<file path="config.mk">
export PLATFORM = sky130hd
export DESIGN_NAME = client_session_tracker
export DESIGN_NICKNAME = d
export VERILOG_FILES = /design/src/hdl/cst_pkg.sv /design/src/hdl/cst_front.sv /design/src/hdl/cst_queue.sv /design/src/hdl/cst_divider.sv /design/src/hdl/cst_engine.sv /design/src/hdl/client_session_tracker.sv
export SDC_FILE = /design/constraint.sdc
export NUM_CORES = 2
export LEC_CHECK = 0
export BUFFER_PORTS_ARGS = -buffer_cell sky130_fd_sc_hd__buf_4
export CAP_MARGIN = 0
export CORE_MARGIN = 5
export CORE_UTILIZATION = 30
export DETAILED_ROUTE_END_ITERATION = 8
export GPL_TIMING_DRIVEN = 0
export PLACE_DENSITY = 0.51
export SLEW_MARGIN = 20
export SYNTH_ARGS = -nofsm -noshare
export SYNTH_HDL_FRONTEND = slang
export SYNTH_SLANG_ARGS = --single-unit
</file>
<file path="constraint.sdc">
create_clock -name clock -period 14.3 [get_ports clock]
set_clock_uncertainty 0.1 [all_clocks]
set_input_delay 0.715 -clock clock [delete_from_list [all_inputs] [get_ports clock]]
set_output_delay 0.715 -clock clock [all_outputs]
set_load 0.02 [all_outputs]
</file>
<file path="src/hdl/cst_pkg.sv">
// Shared types and constants of the client session tracker.
`timescale 1ns / 1ps

package cst_pkg;

   localparam int SLOTS_DEFAULT = 8;
   localparam int QUEUE_DEPTH   = 2;
   localparam int QPTR_W        = (QUEUE_DEPTH > 1) ? $clog2(QUEUE_DEPTH) : 1;
   localparam int QCNT_W        = $clog2(QUEUE_DEPTH + 1);

   localparam logic [7:0] AVG_LIMIT = 8'd255;

   // event kinds
   localparam logic OP_CONNECT    = 1'b0;
   localparam logic OP_DISCONNECT = 1'b1;

   // result status codes
   localparam logic [1:0] ST_DONE    = 2'd0;
   localparam logic [1:0] ST_FULL    = 2'd1;
   localparam logic [1:0] ST_MISSING = 2'd2;

   typedef struct packed {
      logic        operation;
      logic [47:0] mac;
      logic [31:0] now_sec;
   } req_type;

   typedef struct packed {
      logic [1:0]  status;
      logic [2:0]  slot;
      logic [31:0] closed_time;
      logic [31:0] session_count;
      logic [7:0]  average_time;
      logic [31:0] since_start;
   } rsp_type;

   // item as classified by the front end
   typedef struct packed {
      logic        operation;
      logic [47:0] mac;
      logic [31:0] now_sec;
      logic [31:0] since_start;
   } q_entry_type;

   typedef struct packed {
      logic        start;
      logic [31:0] dividend;
      logic [31:0] divisor;
   } div_req_type;

   typedef struct packed {
      logic       done;
      logic [7:0] quotient;
   } div_rsp_type;

endpackage

</file>
<file path="src/hdl/cst_front.sv">
// Front end: session start register, transaction intake and classification.
`timescale 1ns / 1ps

module cst_front (
   input  logic                 clock,
   input  logic                 reset,
   input  logic                 csr_wr_en,
   input  logic [31:0]          csr_wr_data,
   input  logic                 req_valid,
   output logic                 req_stall,
   input  cst_pkg::req_type     req_data,
   output logic                 push,
   output cst_pkg::q_entry_type push_data,
   input  logic                 q_full
);

   logic [31:0] session_start_ff;
   logic [31:0] session_start_in;

   assign session_start_in = csr_wr_en ? csr_wr_data : session_start_ff;

   always_ff @(posedge clock) begin
      if (reset) begin
         session_start_ff <= '0;
      end else begin
         session_start_ff <= session_start_in;
      end
   end

   assign req_stall = q_full;
   assign push      = req_valid & ~q_full;

   always_comb begin
      push_data.operation   = req_data.operation;
      push_data.mac         = req_data.mac;
      push_data.now_sec     = req_data.now_sec;
      push_data.since_start = req_data.now_sec - session_start_ff;
   end

endmodule

</file>
<file path="src/hdl/cst_queue.sv">
// Short FIFO between the front end and the slot engine.
`timescale 1ns / 1ps

module cst_queue (
   input  logic                 clock,
   input  logic                 reset,
   input  logic                 push,
   input  cst_pkg::q_entry_type push_data,
   output logic                 full,
   output logic                 pop_valid,
   output cst_pkg::q_entry_type pop_data,
   input  logic                 pop
);

   localparam int                    DEPTH = cst_pkg::QUEUE_DEPTH;
   localparam logic [cst_pkg::QPTR_W-1:0] LAST  = cst_pkg::QPTR_W'(DEPTH - 1);

   cst_pkg::q_entry_type entry_ff [DEPTH];

   logic [cst_pkg::QPTR_W-1:0] wr_ptr_ff, wr_ptr_in;
   logic [cst_pkg::QPTR_W-1:0] rd_ptr_ff, rd_ptr_in;
   logic [cst_pkg::QCNT_W-1:0] count_ff, count_in;
   logic                       do_push, do_pop;

   assign full      = (count_ff == cst_pkg::QCNT_W'(DEPTH));
   assign pop_valid = (count_ff != '0);
   assign pop_data  = entry_ff[rd_ptr_ff];
   assign do_push   = push & ~full;
   assign do_pop    = pop & pop_valid;

   always_comb begin
      wr_ptr_in = wr_ptr_ff;
      rd_ptr_in = rd_ptr_ff;
      count_in  = count_ff;
      if (do_push) begin
         wr_ptr_in = (wr_ptr_ff == LAST) ? '0 : wr_ptr_ff + 1'b1;
      end
      if (do_pop) begin
         rd_ptr_in = (rd_ptr_ff == LAST) ? '0 : rd_ptr_ff + 1'b1;
      end
      if (do_push && !do_pop) begin
         count_in = count_ff + 1'b1;
      end else if (do_pop && !do_push) begin
         count_in = count_ff - 1'b1;
      end
   end

   always_ff @(posedge clock) begin
      if (reset) begin
         wr_ptr_ff <= '0;
         rd_ptr_ff <= '0;
         count_ff  <= '0;
      end else begin
         wr_ptr_ff <= wr_ptr_in;
         rd_ptr_ff <= rd_ptr_in;
         count_ff  <= count_in;
      end
   end

   always_ff @(posedge clock) begin
      if (do_push) begin
         entry_ff[wr_ptr_ff] <= push_data;
      end
   end

endmodule

</file>
<file path="src/hdl/cst_divider.sv">
// Radix-2 restoring divider for the average, result saturated to 8 bits.
`timescale 1ns / 1ps

module cst_divider (
   input  logic                 clock,
   input  logic                 reset,
   input  cst_pkg::div_req_type div_req,
   output cst_pkg::div_rsp_type div_rsp
);

   logic        busy_ff, busy_in;
   logic        done_ff, done_in;
   logic [4:0]  step_ff, step_in;
   logic [31:0] rem_ff, rem_in;
   logic [31:0] quo_ff, quo_in;
   logic [31:0] dvs_ff, dvs_in;
   logic [7:0]  q8_ff, q8_in;
   logic [32:0] trial;
   logic [32:0] diff;

   always_comb begin
      busy_in = busy_ff;
      done_in = 1'b0;
      step_in = step_ff;
      rem_in  = rem_ff;
      quo_in  = quo_ff;
      dvs_in  = dvs_ff;
      q8_in   = q8_ff;
      trial   = {rem_ff, quo_ff[31]};
      diff    = trial - {1'b0, dvs_ff};
      if (div_req.start) begin
         busy_in = 1'b1;
         step_in = '0;
         rem_in  = '0;
         quo_in  = div_req.dividend;
         dvs_in  = div_req.divisor;
      end else if (busy_ff) begin
         if (!diff[32]) begin
            rem_in = diff[31:0];
            quo_in = {quo_ff[30:0], 1'b1};
         end else begin
            rem_in = trial[31:0];
            quo_in = {quo_ff[30:0], 1'b0};
         end
         step_in = step_ff + 1'b1;
         if (step_ff == 5'd31) begin
            busy_in = 1'b0;
            done_in = 1'b1;
            q8_in   = (|quo_in[31:8]) ? cst_pkg::AVG_LIMIT : quo_in[7:0];
         end
      end
   end

   always_ff @(posedge clock) begin
      if (reset) begin
         busy_ff <= 1'b0;
         done_ff <= 1'b0;
      end else begin
         busy_ff <= busy_in;
         done_ff <= done_in;
      end
   end

   always_ff @(posedge clock) begin
      step_ff <= step_in;
      rem_ff  <= rem_in;
      quo_ff  <= quo_in;
      dvs_ff  <= dvs_in;
      q8_ff   <= q8_in;
   end

   assign div_rsp.done     = done_ff;
   assign div_rsp.quotient = q8_ff;

endmodule

</file>
<file path="src/hdl/cst_engine.sv">
// Back end: slot table, MAC search, totals and the result register.
`timescale 1ns / 1ps

module cst_engine #(
   parameter int SLOTS = cst_pkg::SLOTS_DEFAULT
) (
   input  logic                 clock,
   input  logic                 reset,
   input  logic                 pop_valid,
   input  cst_pkg::q_entry_type pop_data,
   output logic                 pop,
   output logic                 rsp_valid,
   input  logic                 rsp_stall,
   output cst_pkg::rsp_type     rsp_data,
   output cst_pkg::div_req_type div_req,
   input  cst_pkg::div_rsp_type div_rsp
);

   localparam int IDX_W = (SLOTS > 1) ? $clog2(SLOTS) : 1;
   localparam logic [IDX_W-1:0] LAST_IDX = IDX_W'(SLOTS - 1);

   localparam logic [2:0] S_IDLE     = 3'd0;
   localparam logic [2:0] S_SCAN_RD  = 3'd1;
   localparam logic [2:0] S_SCAN_CMP = 3'd2;
   localparam logic [2:0] S_DIV_GO   = 3'd3;
   localparam logic [2:0] S_DIV_WAIT = 3'd4;

   typedef struct packed {
      logic [47:0] mac;
      logic [31:0] start;
   } slot_entry_type;

   slot_entry_type mem [SLOTS];
   slot_entry_type rd_data_ff;
   logic           mem_we;
   logic [IDX_W-1:0] mem_waddr;
   slot_entry_type   mem_wdata;

   logic [2:0]       state_ff, state_in;
   logic [IDX_W-1:0] idx_ff, idx_in;
   logic [SLOTS-1:0] valid_ff, valid_in;
   logic [31:0]      total_ff, total_in;
   logic [31:0]      count_ff, count_in;
   logic [7:0]       avg_ff, avg_in;
   logic             rsp_valid_ff, rsp_valid_in;
   cst_pkg::rsp_type rsp_ff, rsp_in;
   cst_pkg::q_entry_type work_ff, work_in;

   logic             any_free;
   logic [IDX_W-1:0] free_idx;
   logic [31:0]      closed;

   // lowest free slot
   always_comb begin
      any_free = 1'b0;
      free_idx = '0;
      for (int i = SLOTS - 1; i >= 0; i--) begin
         if (!valid_ff[i]) begin
            any_free = 1'b1;
            free_idx = IDX_W'(i);
         end
      end
   end

   assign closed = work_ff.now_sec - rd_data_ff.start;

   always_comb begin
      state_in     = state_ff;
      idx_in       = idx_ff;
      valid_in     = valid_ff;
      total_in     = total_ff;
      count_in     = count_ff;
      avg_in       = avg_ff;
      rsp_valid_in = rsp_valid_ff & rsp_stall;
      rsp_in       = rsp_ff;
      work_in      = work_ff;
      pop          = 1'b0;
      mem_we       = 1'b0;
      mem_waddr    = free_idx;
      mem_wdata.mac   = pop_data.mac;
      mem_wdata.start = pop_data.now_sec;
      div_req.start    = 1'b0;
      div_req.dividend = total_ff;
      div_req.divisor  = count_ff;

      case (state_ff)
         S_IDLE: begin
            if (pop_valid && !rsp_valid_ff) begin
               pop     = 1'b1;
               work_in = pop_data;
               rsp_in.session_count = count_ff;
               rsp_in.average_time  = avg_ff;
               rsp_in.since_start   = pop_data.since_start;
               rsp_in.closed_time   = '0;
               rsp_in.slot          = '0;
               if (pop_data.operation == cst_pkg::OP_CONNECT) begin
                  rsp_valid_in = 1'b1;
                  if (any_free) begin
                     mem_we             = 1'b1;
                     valid_in[free_idx] = 1'b1;
                     rsp_in.status      = cst_pkg::ST_DONE;
                     rsp_in.slot        = 3'(free_idx);
                  end else begin
                     rsp_in.status = cst_pkg::ST_FULL;
                  end
               end else begin
                  rsp_in.status = cst_pkg::ST_MISSING;
                  idx_in        = '0;
                  state_in      = S_SCAN_RD;
               end
            end
         end
         S_SCAN_RD: begin
            // read of mem[idx] lands in rd_data_ff
            state_in = S_SCAN_CMP;
         end
         S_SCAN_CMP: begin
            if (valid_ff[idx_ff] && rd_data_ff.mac == work_ff.mac) begin
               valid_in[idx_ff]     = 1'b0;
               total_in             = total_ff + closed;
               count_in             = count_ff + 1'b1;
               rsp_in.status        = cst_pkg::ST_DONE;
               rsp_in.slot          = 3'(idx_ff);
               rsp_in.closed_time   = closed;
               rsp_in.session_count = count_in;
               if (count_in == '0) begin
                  // count wrapped: no average
                  avg_in              = '0;
                  rsp_in.average_time = '0;
                  rsp_valid_in        = 1'b1;
                  state_in            = S_IDLE;
               end else begin
                  state_in = S_DIV_GO;
               end
            end else if (idx_ff == LAST_IDX) begin
               rsp_valid_in = 1'b1;
               state_in     = S_IDLE;
            end else begin
               idx_in   = idx_ff + 1'b1;
               state_in = S_SCAN_RD;
            end
         end
         S_DIV_GO: begin
            div_req.start = 1'b1;
            state_in      = S_DIV_WAIT;
         end
         S_DIV_WAIT: begin
            if (div_rsp.done) begin
               avg_in              = div_rsp.quotient;
               rsp_in.average_time = div_rsp.quotient;
               rsp_valid_in        = 1'b1;
               state_in            = S_IDLE;
            end
         end
         default: begin
            state_in = S_IDLE;
         end
      endcase
   end

   always_ff @(posedge clock) begin
      if (reset) begin
         state_ff     <= S_IDLE;
         idx_ff       <= '0;
         valid_ff     <= '0;
         total_ff     <= '0;
         count_ff     <= '0;
         avg_ff       <= '0;
         rsp_valid_ff <= 1'b0;
      end else begin
         state_ff     <= state_in;
         idx_ff       <= idx_in;
         valid_ff     <= valid_in;
         total_ff     <= total_in;
         count_ff     <= count_in;
         avg_ff       <= avg_in;
         rsp_valid_ff <= rsp_valid_in;
      end
   end

   always_ff @(posedge clock) begin
      rsp_ff  <= rsp_in;
      work_ff <= work_in;
   end

   // slot memory: one write port, one registered read port
   always_ff @(posedge clock) begin
      if (mem_we) begin
         mem[mem_waddr] <= mem_wdata;
      end
      rd_data_ff <= mem[idx_ff];
   end

   assign rsp_valid = rsp_valid_ff;
   assign rsp_data  = rsp_ff;

endmodule

</file>
<file path="src/hdl/client_session_tracker.sv">
// Top level of the client session tracker.
`timescale 1ns / 1ps

// Channel   Direction  Handshake                Payload
// req_      in         req_valid / req_stall    cst_pkg::req_type (operation, mac, now_sec)
// rsp_      out        rsp_valid / rsp_stall    cst_pkg::rsp_type (status .. since_start)
// csr_      in         csr_wr_en                csr_wr_data = session start, seconds
//
// Connect: entry registered in the queue, engine pop, then the result register loads.
// Disconnect: pop, then each slot scanned through the registered slot-memory read in a
//   read state and a compare state; a hit adds the bit-serial average divider, worst
//   case a hit in the last slot.
// Reset is synchronous; valid bits, totals and queue clear together, no sweep.
// req_stall rises only when the two-entry queue is full; rsp_stall holds the
//   result register, and the engine waits without dropping its transaction.

module client_session_tracker #(
   parameter int SLOTS = cst_pkg::SLOTS_DEFAULT
) (
   input  logic             clock,
   input  logic             reset,
   input  logic             req_valid,
   output logic             req_stall,
   input  cst_pkg::req_type req_data,
   output logic             rsp_valid,
   input  logic             rsp_stall,
   output cst_pkg::rsp_type rsp_data,
   input  logic             csr_wr_en,
   input  logic [31:0]      csr_wr_data
);

   // front end -> queue
   logic                 push;
   cst_pkg::q_entry_type push_data;
   logic                 q_full;

   // queue -> engine
   logic                 pop_valid;
   cst_pkg::q_entry_type pop_data;
   logic                 pop;

   // engine <-> divider
   cst_pkg::div_req_type div_req;
   cst_pkg::div_rsp_type div_rsp;

   // Front end holds the session start and computes the elapsed session time
   // at intake, so configuration never races the back end.
   cst_front u_front (
      .clock       (clock),
      .reset       (reset),
      .csr_wr_en   (csr_wr_en),
      .csr_wr_data (csr_wr_data),
      .req_valid   (req_valid),
      .req_stall   (req_stall),
      .req_data    (req_data),
      .push        (push),
      .push_data   (push_data),
      .q_full      (q_full)
   );

   cst_queue u_queue (
      .clock     (clock),
      .reset     (reset),
      .push      (push),
      .push_data (push_data),
      .full      (q_full),
      .pop_valid (pop_valid),
      .pop_data  (pop_data),
      .pop       (pop)
   );

   // Engine: lowest-free-slot claim on connect, sequential MAC scan on
   // disconnect, running totals and the result register.
   cst_engine #(
      .SLOTS (SLOTS)
   ) u_engine (
      .clock     (clock),
      .reset     (reset),
      .pop_valid (pop_valid),
      .pop_data  (pop_data),
      .pop       (pop),
      .rsp_valid (rsp_valid),
      .rsp_stall (rsp_stall),
      .rsp_data  (rsp_data),
      .div_req   (div_req),
      .div_rsp   (div_rsp)
   );

   // Average = total / count, one quotient bit per cycle.
   cst_divider u_divider (
      .clock   (clock),
      .reset   (reset),
      .div_req (div_req),
      .div_rsp (div_rsp)
   );

endmodule
</file>
== Word level (Yosys, flattened, before mapping) ==
Memory sizes are Yosys's and may differ from the RTL's. A register that Yosys moved wholly into a read port is not among the register bits.
Cells that the tools add are included.
Word-level totals
  output and inout port bits: 111
  bits in writable memories: 866
  bits of input ports: 118
  flip-flop bits (word level): 423
  memories kept: 2
  logic and storage cells: 183
Cells by class
  mux-type cells: 85
  bitwise gates (word level): 10
  reductions and logical operators: 28
  $add $sub $neg: 11
  eq/ne operators: 17
  order comparisons: 4
Memory list
  u_engine.mem: depth 8, bits a word 80, rd ports 1, clocked after memory_dff 1, write ports 1, RTL line cst_engine.sv:33  | slot_entry_type mem [SLOTS];
  u_queue.entry_ff: depth 2, bits a word 113, rd ports 1, clocked after memory_dff 1, write ports 1, RTL line cst_queue.sv:18  | cst_pkg::q_entry_type entry_ff [DEPTH];
Operators with widths (number)
  32-bit 2-to-1 mux: 5
  69-bit one-hot mux with 2 select lines: 1
  109-bit 2-to-1 mux: 1
  77-bit 2-to-1 mux: 1
  32-bit subtractor: 2
  8-bit 2-to-1 mux: 7
  3-bit 2-to-1 mux: 17
  48-bit == test: 1
  1-bit 2-to-1 mux: 39
  33-bit by 32-bit subtractor with 33-bit output: 1
  32-bit by 1-bit adder with 32-bit output, second input constant: 1
  32-bit adder: 1
  32-bit logical NOT: 1
  8-bit one-hot mux with 2 select lines: 2
  8-bit one-hot mux with 3 select lines: 1
  24-bit OR reduction: 1
  3-bit one-hot mux with 5 select lines: 1
  5-bit AND reduction: 3
  2-bit by 1-bit != test with 1-bit output, second input constant: 6
  2-bit 2-to-1 mux: 5
  2-bit nonzero test: 5
  3-bit AND reduction: 3
  8-bit bitwise AND: 1
  3-bit by 4-bit < comparator with 1-bit output, second input constant: 2
  27 further kinds: 47

== Longest topological paths before layout ==
  word-level depth: 17
  gate-level depth with buffers: 24
  mapped depth without buffers: 24

== Hierarchy ==
Synthesis repeated with hierarchy kept, for this count alone.
Second synthesis, totals
  cells, all modules: 4158
  area, all modules: 57639.0 um^2
Modules (own cells, without submodules)
  cst_engine: cells an instance 2719, area an instance 39223.9 um^2, instances 1, seq. area each 28237.1 um^2
  cst_queue: cells an instance 377, area an instance 8667.1 um^2, instances 1, seq. area each 6886.6 um^2
  cst_divider: cells an instance 608, area an instance 6185.9 um^2, instances 1, seq. area each 2942.8 um^2
  cst_front: cells an instance 454, area an instance 3562.2 um^2, instances 1, seq. area each 640.6 um^2

== Worst setup path before layout ==
No wires, ideal clock.
  kind: reg-to-reg
  from: reg u_engine.rsp_valid_ff (netlist: u_engine.rsp_valid)
  to: mem u_engine.mem[3][0] (netlist name) (enable)
  clock period less this slack: 12.957 ns
  stages on the path, launching flop included: 7
  slack: 1.343 ns
  arrival: 12.111 ns
  buffers on the path: 0
  required time: 13.454 ns
  library setup time: 0.746 ns
  cell sequence: dfxtp_1 > o21bai_1 > nor2_1 > nand2_1 > inv_1 > nand3_1 > nor4b_1
Between the ends
  word-level cells in the longest chain between the ends: 6
RTL lines
  start: declaration: RTL line cst_engine.sv:45  | logic rsp_valid_ff, rsp_valid_in;
  start signal: assignment: RTL line cst_engine.sv:177  | rsp_valid_ff <= rsp_valid_in;
  1-bit logical NOT: RTL line cst_engine.sv:88  | if (pop_valid && !rsp_valid_ff) begin
  1-bit logical AND: RTL line cst_engine.sv:88
  1-bit 2-to-1 mux: RTL line cst_engine.sv:88
  1-bit 2-to-1 mux: RTL line cst_engine.sv:86  | case (state_ff)
  1-bit 2-to-1 mux: RTL line cst_engine.sv:188  | if (mem_we) begin
  1-bit 2-to-1 mux (implied by the code): RTL line cst_engine.sv:189  | mem[mem_waddr] <= mem_wdata;
  end: declaration: RTL line cst_engine.sv:33
No other way between the ends.

== Worst setup path after layout ==
  from: reg u_engine.work_ff[32] (netlist name)
  to: reg u_engine.total_ff[26]
Between the ends
  word-level cells in the longest chain between the ends: 2
RTL lines
  start: declaration: RTL line cst_engine.sv:47  | cst_pkg::q_entry_type work_ff, work_in;
  start signal: assignment: RTL line cst_engine.sv:183  | work_ff <= work_in;
  32-bit subtractor: RTL line cst_engine.sv:65  | assign closed = work_ff.now_sec - rd_data_ff.start;
  32-bit adder: RTL line cst_engine.sv:120  | total_in = total_ff + closed;
  end signal: assignment: RTL line cst_engine.sv:174  | total_ff <= total_in;
  end: declaration: RTL line cst_engine.sv:42  | logic [31:0] total_ff, total_in;
No other way between the ends.
A chain may end at the register's enable or synchronous reset.

==> results_dict.tcl <==
set metrics [dict create \
    status "finished, final reports clean" \
    leakage_nw 23.96 \
    cts_tree "yes" \
    crit_type "flop to flop" \
    seq_area_frac_synth 0.6924 \
    ys_seq_elements 1370 \
    dpl_cell_area_um2 62240 \
    synth.net_count 4244 \
    drt-total-wl_um 170700 \
    syn_avg_cell_area_um2 14.03 \
    end_kind "flop" \
    antenna_left 0 \
    critical_path_arrival_ns 6.92 \
    worstHoldStart "req_data[6]" \
    finalCriticalPeriod_ns 6.332 \
    ys_top_cells_by_count "edfxtp_1, a22oi_1, nand2_1, dfxtp_1, nor2_1" \
    max_stage_delay_ns 0.75 \
    row_count 158 \
    overflow 0 \
    synth_top_area_share 0.6053 \
    switching_share 0.3265 \
    reg2reg_depth 22 \
    relSlewSlack 0.1451 \
    finalWeightedCongestion 0.8648 \
    synth.most_common_cell "edfxtp_1" \
    route.vias.total 35540 \
    synth_edf_count 1127 \
    setup_violations 0 \
    grt_max_degree 71 \
    timing.fmax_mhz 157.9 \
    seq_power_share 0.411 \
    fin_crit_sh 0.4428 \
    r2r-start "u_engine.work_ff[32]$_DFFE_PP_" \
    dpl.hpwl_um 119700 \
    firstDrtPassIters 7 \
    drc 0 \
    synth.distinct_cells 95 \
    synth_area_leaders "edfxtp_1, dfxtp_1, a22oi_1" \
    tightest_slew_ns 1.250 \
    clockRootBuffer "clkbuf_16" \
    intPower_mw 8.877 \
    vias_per_cell 4.960 \
    cpMaxStageDelayCell "o311ai_0" \
    worstPathRequired_ns 14.89 \
    die_w_um 441.7 \
    port_buffers 227 \
    path_cells "inv_1 > ha_1 > inv_1 > fa_1 > a21o_1 > a21o_1 > a2111oi_1 > inv_1 > a21oi_1 > o21ai_0 > xor2_1 > ha_1 > and3_1 > a221o_1 > a21oi_1 > a2bb2oi_1 > a21oi_1 > o311ai_0 > a21boi_0 > nor2_1 > nor4_1 > a311o_1" \
    ctsLongestPathBuffers 3 \
    dieArea_um2 195100 \
    cp-startpoint "u_engine.work_ff[32]$_DFFE_PP_" \
    grt_pass1_vias 35190 \
    fillers 17880 \
    syn_area_um2 55910 \
    combPwrFrac 0.283 \
    worstSetupStartpointType "flop" \
    core-area_um2 185400 \
    cts_sinks 1370 \
    clk_pin_slew_ns 0.06 \
    start_util 0.3015 \
    hp-class "primary input to flop" \
    rsz0062_at_grt "no" \
    clk_latency_ns 0.83 \
    final_nets 4805 \
    drv_slew 0 \
    fin_cells 7164 \
    area_delta_synth_final_pct 22.48 \
    dp.cells 6775 \
    ir_worst_vdd_v 0.0001305 \
    antenna_found_initial 5 \
    p_switching_mw 4.303 \
    worstPathMaxFanout 5 \
    io-pin-count 229 \
    die_h_um 441.7 \
    rrSetupSlack_ns 7.97 \
    synth_ff_type "edfxtp_1" \
    numCtsBuffers 154 \
    finalHoldViolations 0 \
    p_per_area_nw_per_um2 192.5 \
    ys_warn_count 0 \
    drive_gt1_frac 0.1628 \
    cts_htree_levels 4 \
    async_reset_ff_frac 0 \
    final_cell_area_um2 68470 \
    wl_per_cell_um 23.83 \
    cts_setup_buffers 0 \
    synth_top_area_cell "edfxtp_1" \
    grtUsageTotal 0.1703 \
    drt_iter0_drc 2998 \
    netlist_instances 3986 \
    total_power_mw 13.18 \
    reg2reg_to "u_engine.total_ff[26]$_SDFFE_PP0P_" \
    drv_cap 0 \
    grt_pass1_wl_um 247100 \
    crit_path_end "u_engine.total_ff[26]$_SDFFE_PP0P_" \
    clkPwrFrac 0.306 \
]
critical path, delay by kind of cell, from the launching register on:
kind	cells	cell delay (ns)
fa+ha+maj	3	0.92
buf+inv	3	0.20
flops	1	0.35
xor+xnor	1	0.39
compound gates	12	3.78
simple gates	3	0.45
placed cells by master, fill, tap and decap left out, types with 19 or more instances in the layout:
cell	count
nand4_1	106
nand2b_1	27
mux2i_1	67
or3_1	45
o31ai_1	33
dfxtp_1	243
nor3_1	43
edfxtp_1	1127
buf_2	25
clkbuf_2	30
a22oi_1	320
nand2_1	259
ha_1	136
clkbuf_8	19
a21oi_1	152
mux2_2	116
xnor2_1	123
clkbuf_16	155
inv_1	134
and3_1	24
nor4_1	19
buf_16	28
clkbuf_1	174
and2_1	37
clkinv_2	22
a31oi_1	28
o21ai_0	124
a21o_1	54
o21bai_1	21
a211oi_1	31
buf_4	244
nor2b_1	26
nand3_1	48
nor2_1	202
dlygate4sd3_1	96
xor2_1	49
sequential cells by signal (all words and copies together), names as in the netlist, 5 cells and up, named ones only:
register and flops:
u_engine.mem 640, u_queue.entry_ff 226, u_engine.rsp_data 109, u_engine.rd_data_ff 80, u_engine.work_ff 80, u_divider.dvs_ff 32, u_divider.quo_ff 32, u_divider.rem_ff 32
u_engine.count_ff 32, u_engine.total_ff 32, u_front.session_start_ff 32, u_divider.q8_ff 8, u_engine.avg_ff 8, u_engine.valid_ff 8, u_divider.step_ff 5
logic make-up (layout without fill, tap and decap cells):
family,after synthesis,in the layout,share of synthesized area
fa+ha+maj,140,140,0.03187
mux,184,184,0.03576
xor+xnor,172,172,0.02695
compound gates,896,896,0.1094
simple gates,903,903,0.08111
other cells,0,4,0
buf+inv,321,1015,0.02251
flops,1370,1370,0.6924
power by group through the flow:
stage	combinational, mW	clock (mW)	sequential (mW)
finish	3.73	4.03	5.42
global route	4.05	4.30	5.47
CTS	3.75	4.13	5.42
detailed placement	3.71	0	5.50
global placement	3.56	0	5.61
floorplan	2.15	0	5.64
worst min-delay path by stage:
stage	to	slack (ns)	cells after the start
6_report	u_queue.entry_ff[1][38]$_DFFE_PP_	0.07	1
5_1_grt	u_queue.entry_ff[1][37]$_DFFE_PP_	0.02	1
4_1_cts	u_queue.entry_ff[1][37]$_DFFE_PP_	0.002	1
3_5_place_dp	u_divider.dvs_ff[11]$_DFFE_PP_	0.31	0
3_3_place_gp	u_divider.dvs_ff[18]$_DFFE_PP_	0.31	0
2_1_floorplan	u_divider.dvs_ff[10]$_DFFE_PP_	0.30	0
timing repair:
action	CTS	global route
hold buffers	96	0
resized for setup	0	0
endpoints found under the hold margin	170	0
cell type report:
class / count / area [um2] / area share
Sequential cell: 1370 / 38710 / 0.5653
Multi-Input combinational cell: 2295 / 16040 / 0.2342
Clock buffer: 219 / 4309 / 0.06293
Timing Repair Buffer: 405 / 4059 / 0.05928
Tap cell: 2480 / 3103 / 0.04532
Clock inverter: 70 / 947.2 / 0.01383
Buffer: 185 / 784.5 / 0.01146
Inverter: 136 / 518.0 / 0.007565
Antenna cell: 4 / 10.01 / 0.0001462
stage by stage:
stage	setup WS (ns)	hold WS, ns	TNS (ns)	utilization
detailed placement	8.095	0.3145	0	0.3357
global route	7.691	0.02296	0	0.3692
CTS	8.063	0.002346	0	0.3692
global placement	-13.33	0.3106	-2802.69	0.3274
floorplan	1.343	0.3029	0	-
finish	7.968	0.07197	0	0.3693
metal layers:
| layer | part of all wire | track usage | routed length, um |
|---|---|---|---|
| met2 | 0.48 | 0.2822 | 82000 |
| met1 | 0.44 | 0.2282 | 74790 |
| met5 | 0 | 0 | 0 |
| met4 | 0.031 | 0.05640 | 5295 |
| met3 | 0.051 | 0.02766 | 8647 |
Power figures use the tool's default switching activity.
